File: src/hdl/vlbp_pkg.sv
// shared constants and types for the variable length bit packer
`timescale 1ns / 1ps

package vlbp_pkg;

    localparam int BLOCK_BYTES   = 256;
    localparam int MAX_CODE_BITS = 32;
    localparam int BYTE_BITS     = 8;
    localparam int CODE_W        = 32;
    localparam int LEN_W         = 6;
    localparam int LEN_CAP       = (MAX_CODE_BITS < CODE_W) ? MAX_CODE_BITS : CODE_W;
    localparam int PEND_W        = BYTE_BITS - 1;
    localparam int ACC_W         = CODE_W + PEND_W;
    localparam int SLOT_W        = (BLOCK_BYTES > 1) ? $clog2(BLOCK_BYTES) : 1;

    localparam logic FUNC_APPEND = 1'b0;
    localparam logic FUNC_FLUSH  = 1'b1;

    // one accepted item as handed from the packer to the byte emitter
    typedef struct packed {
        logic [CODE_W-1:0] bytes;
        logic [2:0]        count;
        logic              flush;
        logic [2:0]        flush_bits;
    } vlbp_work_t;

endpackage

File: src/hdl/vlbp_pack.sv
// packer stage: appends code bits to the pending bits and registers the finished bytes or the flushed partial byte
`timescale 1ns / 1ps

module vlbp_pack
    import vlbp_pkg::*;
(
    input  logic              aclk,
    input  logic              aresetn,
    input  logic              in_valid,
    output logic              in_ready,
    input  logic              func,
    input  logic [CODE_W-1:0] code_bits,
    input  logic [LEN_W-1:0]  code_len,
    output vlbp_work_t        work,
    output logic              work_valid,
    input  logic              work_done
);

    logic [PEND_W-1:0] pbits_reg, pbits_next;
    logic [2:0]        pcnt_reg, pcnt_next;
    logic              work_valid_reg, work_valid_next;
    vlbp_work_t        work_reg, work_next;

    logic [LEN_W-1:0]  len_sat;
    logic [CODE_W-1:0] mask;
    logic [ACC_W-1:0]  acc;
    logic [ACC_W-1:0]  rest;
    logic [LEN_W-1:0]  total;
    logic [2:0]        nbytes;
    logic              accept;

    assign accept   = in_valid && in_ready;
    assign in_ready = !work_valid_reg || work_done;

    always_comb begin
        len_sat = (code_len > LEN_W'(LEN_CAP)) ? LEN_W'(LEN_CAP) : code_len;
        mask    = (len_sat >= LEN_W'(CODE_W)) ? '1 : ((CODE_W'(1) << len_sat) - CODE_W'(1));
        acc     = ({{PEND_W{1'b0}}, code_bits & mask} << pcnt_reg)
                | {{CODE_W{1'b0}}, pbits_reg};
        total   = LEN_W'(pcnt_reg) + len_sat;
        nbytes  = total[LEN_W-1:3];
        rest    = acc >> {nbytes, 3'b000};
    end

    always_comb begin
        pbits_next      = pbits_reg;
        pcnt_next       = pcnt_reg;
        work_next       = work_reg;
        work_valid_next = work_valid_reg;
        if (work_done) begin
            work_valid_next = 1'b0;
        end
        if (accept) begin
            work_valid_next = 1'b1;
            if (func == FUNC_FLUSH) begin
                work_next.bytes      = {{(CODE_W-PEND_W){1'b0}}, pbits_reg};
                work_next.count      = (pcnt_reg != 3'd0) ? 3'd1 : 3'd0;
                work_next.flush      = 1'b1;
                work_next.flush_bits = pcnt_reg;
                pbits_next           = '0;
                pcnt_next            = '0;
            end else begin
                // a zero length append leaves total and rest equal to the pending state
                work_next.bytes      = acc[CODE_W-1:0];
                work_next.count      = nbytes;
                work_next.flush      = 1'b0;
                work_next.flush_bits = '0;
                pbits_next           = rest[PEND_W-1:0];
                pcnt_next            = total[2:0];
            end
        end
    end

    always_ff @(posedge aclk) begin
        if (!aresetn) begin
            pbits_reg      <= '0;
            pcnt_reg       <= '0;
            work_valid_reg <= 1'b0;
        end else begin
            pbits_reg      <= pbits_next;
            pcnt_reg       <= pcnt_next;
            work_valid_reg <= work_valid_next;
        end
    end

    always_ff @(posedge aclk) begin
        work_reg <= work_next;
    end

    assign work       = work_reg;
    assign work_valid = work_valid_reg;

endmodule

File: src/hdl/vlbp_emit.sv
// byte emitter: walks the bytes of one item into the output register, tracks the block slot
`timescale 1ns / 1ps

module vlbp_emit
    import vlbp_pkg::*;
(
    input  logic       aclk,
    input  logic       aresetn,
    input  vlbp_work_t work,
    input  logic       work_valid,
    output logic       work_done,
    output logic       out_valid,
    input  logic       out_ready,
    output logic [7:0] out_byte,
    output logic [7:0] byte_slot,
    output logic [3:0] valid_bits,
    output logic       block_full,
    output logic       last
);

    logic [SLOT_W-1:0] slot_reg, slot_next;
    logic [1:0]        idx_reg, idx_next;
    logic              valid_reg, valid_next;
    logic [7:0]        byte_reg;
    logic [7:0]        bslot_reg;
    logic [3:0]        vbits_reg;
    logic              full_reg;
    logic              last_reg;

    logic              out_free;
    logic              is_last;
    logic              emit;
    logic              full;
    logic [SLOT_W+7:0] slot_ext;
    logic [7:0]        cur_byte;

    always_comb begin
        out_free  = !valid_reg || out_ready;
        is_last   = (idx_reg == 2'(work.count - 3'd1));
        emit      = work_valid && (work.count != 3'd0) && out_free;
        work_done = work_valid && ((work.count == 3'd0) || (out_free && is_last));
        full      = work.flush || (slot_reg == SLOT_W'(BLOCK_BYTES - 1));
        slot_ext  = {8'd0, slot_reg};
        cur_byte  = work.bytes[{idx_reg, 3'b000} +: 8];
    end

    always_comb begin
        slot_next  = slot_reg;
        idx_next   = idx_reg;
        valid_next = valid_reg;
        if (out_ready) begin
            valid_next = 1'b0;
        end
        if (emit) begin
            valid_next = 1'b1;
            slot_next  = full ? '0 : slot_reg + SLOT_W'(1);
            idx_next   = is_last ? 2'd0 : idx_reg + 2'd1;
        end else if (work_valid && (work.count == 3'd0) && work.flush) begin
            // flush with nothing pending still starts a new block
            slot_next = '0;
        end
    end

    always_ff @(posedge aclk) begin
        if (!aresetn) begin
            slot_reg  <= '0;
            idx_reg   <= '0;
            valid_reg <= 1'b0;
        end else begin
            slot_reg  <= slot_next;
            idx_reg   <= idx_next;
            valid_reg <= valid_next;
        end
    end

    always_ff @(posedge aclk) begin
        if (emit) begin
            byte_reg  <= cur_byte;
            bslot_reg <= slot_ext[7:0];
            vbits_reg <= work.flush ? {1'b0, work.flush_bits} : 4'(BYTE_BITS);
            full_reg  <= full;
            last_reg  <= is_last;
        end
    end

    assign out_valid  = valid_reg;
    assign out_byte   = byte_reg;
    assign byte_slot  = bslot_reg;
    assign valid_bits = vbits_reg;
    assign block_full = full_reg;
    assign last       = last_reg;

endmodule

File: src/hdl/variable_length_bit_packer_unit.sv
// Variable length bit packer: appends codes of 0 to 32 bits LSB first and streams out
// finished bytes with their slot in a 256-byte block; a flush word emits the partial byte.
// Each input word is registered on acceptance; its completed bytes (up to four) then leave
// through the output register at one byte per cycle unless the output stalls, and the next
// word is taken in the cycle the last byte of the current one moves to the output register.
// The first byte of a word passes through the work register and then the output register.
// Codes longer than the cap are cut to it; a zero length append gives no byte.
`timescale 1ns / 1ps

module variable_length_bit_packer_unit
    import vlbp_pkg::*;
(
    input  logic        aclk,
    input  logic        aresetn,
    input  logic        s_tvalid,
    output logic        s_tready,
    input  logic [39:0] s_tdata,   // code_bits[31:0], code_len[37:32], zero [39:38]
    input  logic        s_tuser,   // func: 0 append, 1 flush
    output logic        m_tvalid,
    input  logic        m_tready,
    output logic [23:0] m_tdata,   // out_byte[7:0], byte_slot[15:8], valid_bits[19:16], zero
    output logic        m_tuser,   // block_full
    output logic        m_tlast    // last byte caused by the input word
);

    vlbp_work_t work;
    logic       work_valid;
    logic       work_done;
    logic [7:0] out_byte;
    logic [7:0] byte_slot;
    logic [3:0] valid_bits;

    vlbp_pack u_pack (
        .aclk       (aclk),
        .aresetn    (aresetn),
        .in_valid   (s_tvalid),
        .in_ready   (s_tready),
        .func       (s_tuser),
        .code_bits  (s_tdata[31:0]),
        .code_len   (s_tdata[37:32]),
        .work       (work),
        .work_valid (work_valid),
        .work_done  (work_done)
    );

    vlbp_emit u_emit (
        .aclk       (aclk),
        .aresetn    (aresetn),
        .work       (work),
        .work_valid (work_valid),
        .work_done  (work_done),
        .out_valid  (m_tvalid),
        .out_ready  (m_tready),
        .out_byte   (out_byte),
        .byte_slot  (byte_slot),
        .valid_bits (valid_bits),
        .block_full (m_tuser),
        .last       (m_tlast)
    );

    assign m_tdata = {4'd0, valid_bits, byte_slot, out_byte};

endmodule

File: config.mk
export PLATFORM = sky130hd
export DESIGN_NAME = variable_length_bit_packer_unit
export DESIGN_NICKNAME = d
export VERILOG_FILES = /design/src/hdl/vlbp_pkg.sv /design/src/hdl/vlbp_pack.sv /design/src/hdl/vlbp_emit.sv /design/src/hdl/variable_length_bit_packer_unit.sv
export SDC_FILE = /design/constraint.sdc
export NUM_CORES = 1
export LEC_CHECK = 0
export ABC_AREA = 0
export BUFFER_PORTS_ARGS = -buffer_cell sky130_fd_sc_hd__buf_4
export CORE_MARGIN = 8
export CORE_UTILIZATION = 55
export CTS_CLUSTER_DIAMETER = 200
export CTS_CLUSTER_SIZE = 16
export DETAILED_ROUTE_END_ITERATION = 10
export PLACE_DENSITY = 0.76
export SLEW_MARGIN = 20
export SYNTH_ARGS = -nofsm -noshare
export SYNTH_HDL_FRONTEND = slang
export SYNTH_SLANG_ARGS = --single-unit
File: constraint.sdc
create_clock -name aclk -period 7.6 [get_ports aclk]
set_input_delay 0.38 -clock aclk [delete_from_list [all_inputs] [get_ports aclk]]
set_output_delay 0.38 -clock aclk [all_outputs]
set_load 0.01 [all_outputs]
## Yosys cells after proc, flatten, opt, wreduce, memory -nomap -nowiden

Index checks and enable logic that the tools add are counted.

- Add/subtract/negate cells: 5
- Multipliers: 0
- Divide/modulo/power cells: 0
- Magnitude comparators: 2
- Eq/ne operators: 2
- Shift operators: 4
- Muxes and demuxes: 15
- Bitwise gates (word level): 2
- Reduce and logical (&&, ||, !) cells: 19

Operators with widths:

| operator | number |
|---|---|
| $or A39 B7 Y39 | 1 |
| $shl A32 B3 Y39 | 1 |
| $shr A39 B6 Y7 | 1 |
| $and A32 B32 Y32 | 1 |
| $mux W32 | 1 |
| $shiftx A32 B6 Y8 | 1 |
| $shl A1 B6 Y32 const A | 1 |
| $sub A32 B1 Y32 const B | 1 |
| $mux W8 | 3 |
| $mux W14 | 1 |
| $add A8 B1 Y8 const B | 1 |
| $eq A8 B8 Y1 const B | 1 |
| $logic_and A1 B1 Y1 | 7 |
| $mux W7 | 1 |
| $add A3 B6 Y6 | 1 |
| $ge A6 B6 Y1 const B | 1 |
| $gt A6 B6 Y1 const B | 1 |
| $mux W6 | 1 |
| $reduce_bool A2 Y1 | 3 |
| $reduce_bool A3 Y1 | 2 |
| $mux W1 | 5 |
| $logic_or A1 B1 Y1 | 4 |
| $mux W4 | 1 |
| $logic_not A3 Y1 | 1 |
| other kinds (6) | 7 |

- Bits in registers: 83
- Bits in latches: 0
- RAM bits: 0
- ROM bits: 0
- Bits of input ports: 45
- Memories kept: 0

## Logic depth before layout (Yosys ltp)

- Depth after elaboration: 10
- Gate-level depth with buffers: 16

## Cells and area by module

Synthesis repeated with hierarchy kept, for this count alone.

- Cell total of the unflattened synthesis: 746
- Area, all modules: 6,683.9 µm²

Modules (own cells, without submodules):

| module | times used | cells each | area an instance (µm²) |
|---|---|---|---|
| vlbp_pack | 1 | 635 | 5,127.4 |
| vlbp_emit | 1 | 106 | 1,522.7 |
| variable_length_bit_packer_unit | 1 | 5 | 33.8 |

## Least setup slack after synthesis

Ideal clock, no wire load.

- Path kind: input port to flip-flop
- Start point: input s_tdata[37]
- End point: register u_pack.pbits_reg[4]
- Library setup time: 0.086 ns
- Arrival: 3.404 ns
- Required time: 7.514 ns
- Path slack: 4.110 ns
- Cell stages on the path: 16
- Cells stage by stage: buf_6 > clkbuf_1 > buf_2 > buf_2 > buf_2 > nor2b_1 > ha_1 > or3_1 > o211ai_1 > or3_1 > clkbuf_1 > clkbuf_1 > nand3_1 > o311ai_0 > a21oi_1 > a211oi_1

- Cells in the longest elaborated chain, start to end: 10

RTL lines:

| what | line | source |
|---|---|---|
| start, declared | variable_length_bit_packer_unit.sv:17 | `input logic [39:0] s_tdata,` |
| $gt A6 B6 Y1 | vlbp_pack.sv:36 | `len_sat = (code_len > LEN_W'(LEN_CAP)) ? LEN_W'(LEN_CAP) : code_len;` |
| $mux W6 * | vlbp_pack.sv:36 |  |
| $shl A1 B6 Y32 | vlbp_pack.sv:37 | `mask = (len_sat >= LEN_W'(CODE_W)) ? '1 : ((CODE_W'(1) << len_sat) - CODE_W'(1));` |
| $sub A32 B1 Y32 | vlbp_pack.sv:37 |  |
| $mux W32 | vlbp_pack.sv:37 |  |
| $and A32 B32 Y32 | vlbp_pack.sv:38 | `acc = ({{PEND_W{1'b0}}, code_bits & mask} << pcnt_reg)` |
| $shl A32 B3 Y39 | vlbp_pack.sv:38 |  |
| $or A39 B7 Y39 | vlbp_pack.sv:39 | `\| {{CODE_W{1'b0}}, pbits_reg};` |
| $shr A39 B6 Y7 * | vlbp_pack.sv:42 | `rest = acc >> {nbytes, 3'b000};` |
| $mux W7 * | vlbp_pack.sv:55 | `if (func == FUNC_FLUSH) begin` |
| end signal, assigned | vlbp_pack.sv:80 | `pbits_reg <= pbits_next;` |
| end, declared | vlbp_pack.sv:19 | `logic [PEND_W-1:0] pbits_reg, pbits_next;` |

Every way passes the cells marked *; elsewhere a longest branch is shown, timed or not.
A chain may end at the register's enable or synchronous reset.

## Final worst setup path

- Start point: input s_tdata[37]
- End point: register u_pack.pbits_reg[6]

The elaborated chain is that of the path after synthesis.

==> results.md <==
* VDD IR max at 0.0854 mV
* Fmax at 255 MHz
* Final slew viol count at 0
* Die boundary width at 126 um
* DP Area at 7050 sq um
* Max stage delay on crit path at 650 ps
* Power Density at 179 nW/um^2
* Post-Route WL at 20800 um
* GRT Overall Usage at 25.5%
* Critical path arrival at 4120 ps
* Final nets at 835
* Post-synthesis sequential area ratio at 34.3%
* DIE HEIGHT at 126 um
* CP max stage cell: nor4_1
* Share of cells above drive strength 1 at 16.3%
* Outcome: finished clean
* Ys flop type: edfxtp_1
* Final Skew at 10.2 ps
* Antenna cells at 0
* Critical Path Fanout Max at 54
* Pin count of the biggest net entering global routing at 61
* CTS sink cnt at 83
* Residual DRC at 0
* Placer Congestion at 1.01
* Setup TNS at 0 ps
* Non-filler instance count after layout at 937
* Cell Area, Synth at 6630 sq um
* Core box area at 11900 sq um
* Worst-Margin Slew at 1120 ps
* Worst slack at placement at 3540 ps
* Design area at 7370 sq um
* PostCTS Resize Cnt at 0
* Placement row count at 40
* Fin crit period at 3930 ps
* Post-synth EDFFs at 61
* Hold_buf cts at 0
* Synth Instances at 771
* Remaining antenna violation count at 0
* Total of max-cap violations at 0
* Setup Buffers After CTS at 0
* Total CTS buffers at 9
* Setup crit start kind: input pin
* DR iter-0 viols at 932
* Layout Area Growth over Synthesis at 11.2%
* Critical Path End Type: flop
* Drt first pass iters at 6
* Max clock buf depth at 2
* Initial core utilization at 55.9%
* Fill cells at 1003
* Placed cell count at 921
* Clk_lat worst skew at 340 ps
* WP buf/inv at 3
* Worst setup margin at 3670 ps
* Cell Chain, Critical Path: buf_4 -> nor4_1 -> nand2b_1 -> ha_1 -> buf_4 -> inv_1 -> o31a_1 -> a311oi_1 -> o31ai_1 -> o31ai_1 -> o221ai_1 -> o2111ai_1
* Avg WL per Cell at 22.2 um
* Drt via density at 7.10
* DIE AREA at 15800 sq um
* Clk slew on worst S/H paths at 70 ps
* RSZ-0062 raised after global routing: no
* Number of global-route vias before repair at 6155
* PortBufs at 66
* Max reg flops at 39
* Gr ovfl total at 0
* Yosys reg bits at 83
* Initial antenna violation count at 1
* CP Class: in -> reg
* Max_slew headroom at 24.8%
* Synth unique cells at 84
* Yosys Warn Count at 0
* Hold Path Class: in -> reg
* Root buffer cell: clkbuf_16
* First-pass GRT wire length at 33100 um
* Setup violations, final at 0
* Hold Fails Final Rpt at 0
* Leak at 2.63 nW
* DP HPWL at 14900 um
* Critical path required time at 7800 ps
* H-tree depth reported by CTS at 3
* CTS tree: yes
* Hold slack at 296 ps
* I/O pin cnt at 73
* Per-instance average area after synthesis at 8.59 sq um
* FFs w/ async S/R, synth at 0%
* Fin crit share at 51.7%
* Routed vias at 6652
* CP delay by family, top: compound AO/OA/AOI/OAI gates
==> cell usage in the layout, fill, tap and decap left out, drive strengths merged, types with 9 or more instances in the layout <==
cell	count
a21oi	43
dfxtp	22
o2111ai	9
mux2i	9
o211ai	20
nor2	82
edfxtp	61
a31oi	14
and2	16
nor3	24
nand2	50
nand2b	12
o21ai	41
buf	75
nor2b	13
a211oi	21
inv	23
o31ai	15
clkbuf	10
and3	11
nand3	24
or3	9
mux4	11
o21a	17
==> synthesized netlist by cell type, types with 5 or more instances <==
cell	number	area [sq um]
nor2_1	82	308
edfxtp_1	61	1830
clkbuf_1	50	188
nand2_1	50	188
a21oi_1	42	210
o21ai_0	40	200
nand3_1	24	120
nor3_1	24	120
dfxtp_1	22	440
a211oi_1	21	158
inv_1	21	78.8
o211ai_1	20	150
o21a_1	17	128
and2_1	15	93.8
o31ai_1	15	113
a31oi_1	14	87.6
nor2b_1	13	81.3
nand2b_1	12	75.1
and3_1	11	68.8
buf_2	11	55.1
mux4_2	11	248
mux2i_1	9	90.1
o2111ai_1	9	78.8
or3_1	9	56.3
buf_4	8	60.1
a21o_1	7	52.6
a22oi_1	7	52.6
a31o_2	7	61.3
o31a_1	7	61.3
xnor2_1	7	61.3
a221oi_1	6	52.6
a2bb2oi_1	6	52.6
nand3b_1	6	45.0
or2_2	6	37.5
ha_1	5	62.6
o221ai_1	5	43.8
==> report_power, final <==
part | internal (W) | switching, W | leakage (nW) | total (W)
Clock | 0.000291 | 0.000180 | 0.158 | 0.000472
Sequential | 0.000528 | 0.0000144 | 0.778 | 0.000542
Combinational | 0.000113 | 0.000189 | 1.70 | 0.000303
Total | 0.000932 | 0.000384 | 2.63 | 0.00132
==> final timing paths <==
check                                                      from                          endpoint  slack (ps)  cells past startpoint
worst max-delay path                                s_tdata[37]  u_pack.pbits_reg[6]$_SDFFE_PN0P_        3670                     12
worst min-delay path                                   s_tvalid    u_pack.work_valid$_SDFFE_PN0P_         300                      3
worst min register to register  u_emit.slot_reg[7]$_SDFFE_PN0P_     u_emit.byte_slot[7]$_DFFE_PP_         490                      0
worst max register to register  u_pack.pcnt_reg[1]$_SDFFE_PN0P_  u_pack.pbits_reg[0]$_SDFFE_PN0P_        4000                     11
==> logic make-up after synthesis <==
kind of cell	Yosys count	synth area share, %
AND/OR/NAND/NOR	277	21.2
flip-flops	83	34.3
buffers and inverters	97	6.38
multiplexers	21	5.27
AO/OA/AOI/OAI	279	30.7
adder cells (fa/ha/maj)	5	0.944
other	1	0.0566
XOR/XNOR	8	1.17
==> routing by layer <==
metal,vias up,routed length (um),track usage (%)
li1,3010,-,-
met1,3129,8680,35.1
met2,436,9200,38.1
met3,75,2020,4.22
met4,2,909,12.7
met5,-,18,0
==> worst reg2reg max path: stages (launching register included) <==
cell and delay, ps:
dfxtp_2 310, buf_4 490, inv_1 210, xnor2_1 170, ha_1 220, a21oi_1 200, a21oi_2 110, xnor2_1 870
nor2_1 240, a221oi_1 320, a31oi_1 70, o32ai_1 290
==> per-stage QoR <==
stage	power, W	utilization, %
3_3_place_gp	0.000839	59.4
5_1_grt	0.00136	62.1
6_report	0.00132	62.1
4_1_cts	0.00131	62.1
2_1_floorplan	0.000750	-
3_5_place_dp	0.000846	59.4
==> area by class of cell <==
type	count	area (sq um)	share of cell area [%]
Timing Repair Buffer	75	563	7.64
Sequential cell	83	2270	30.9
Multi-Input combinational cell	594	3940	53.5
Tap cell	147	184	2.50
Inverter	22	82.6	1.12
Clock inverter	6	95.1	1.29
Clock buffer	10	229	3.11
No activity file was read; power rests on OpenSTA's default activity.
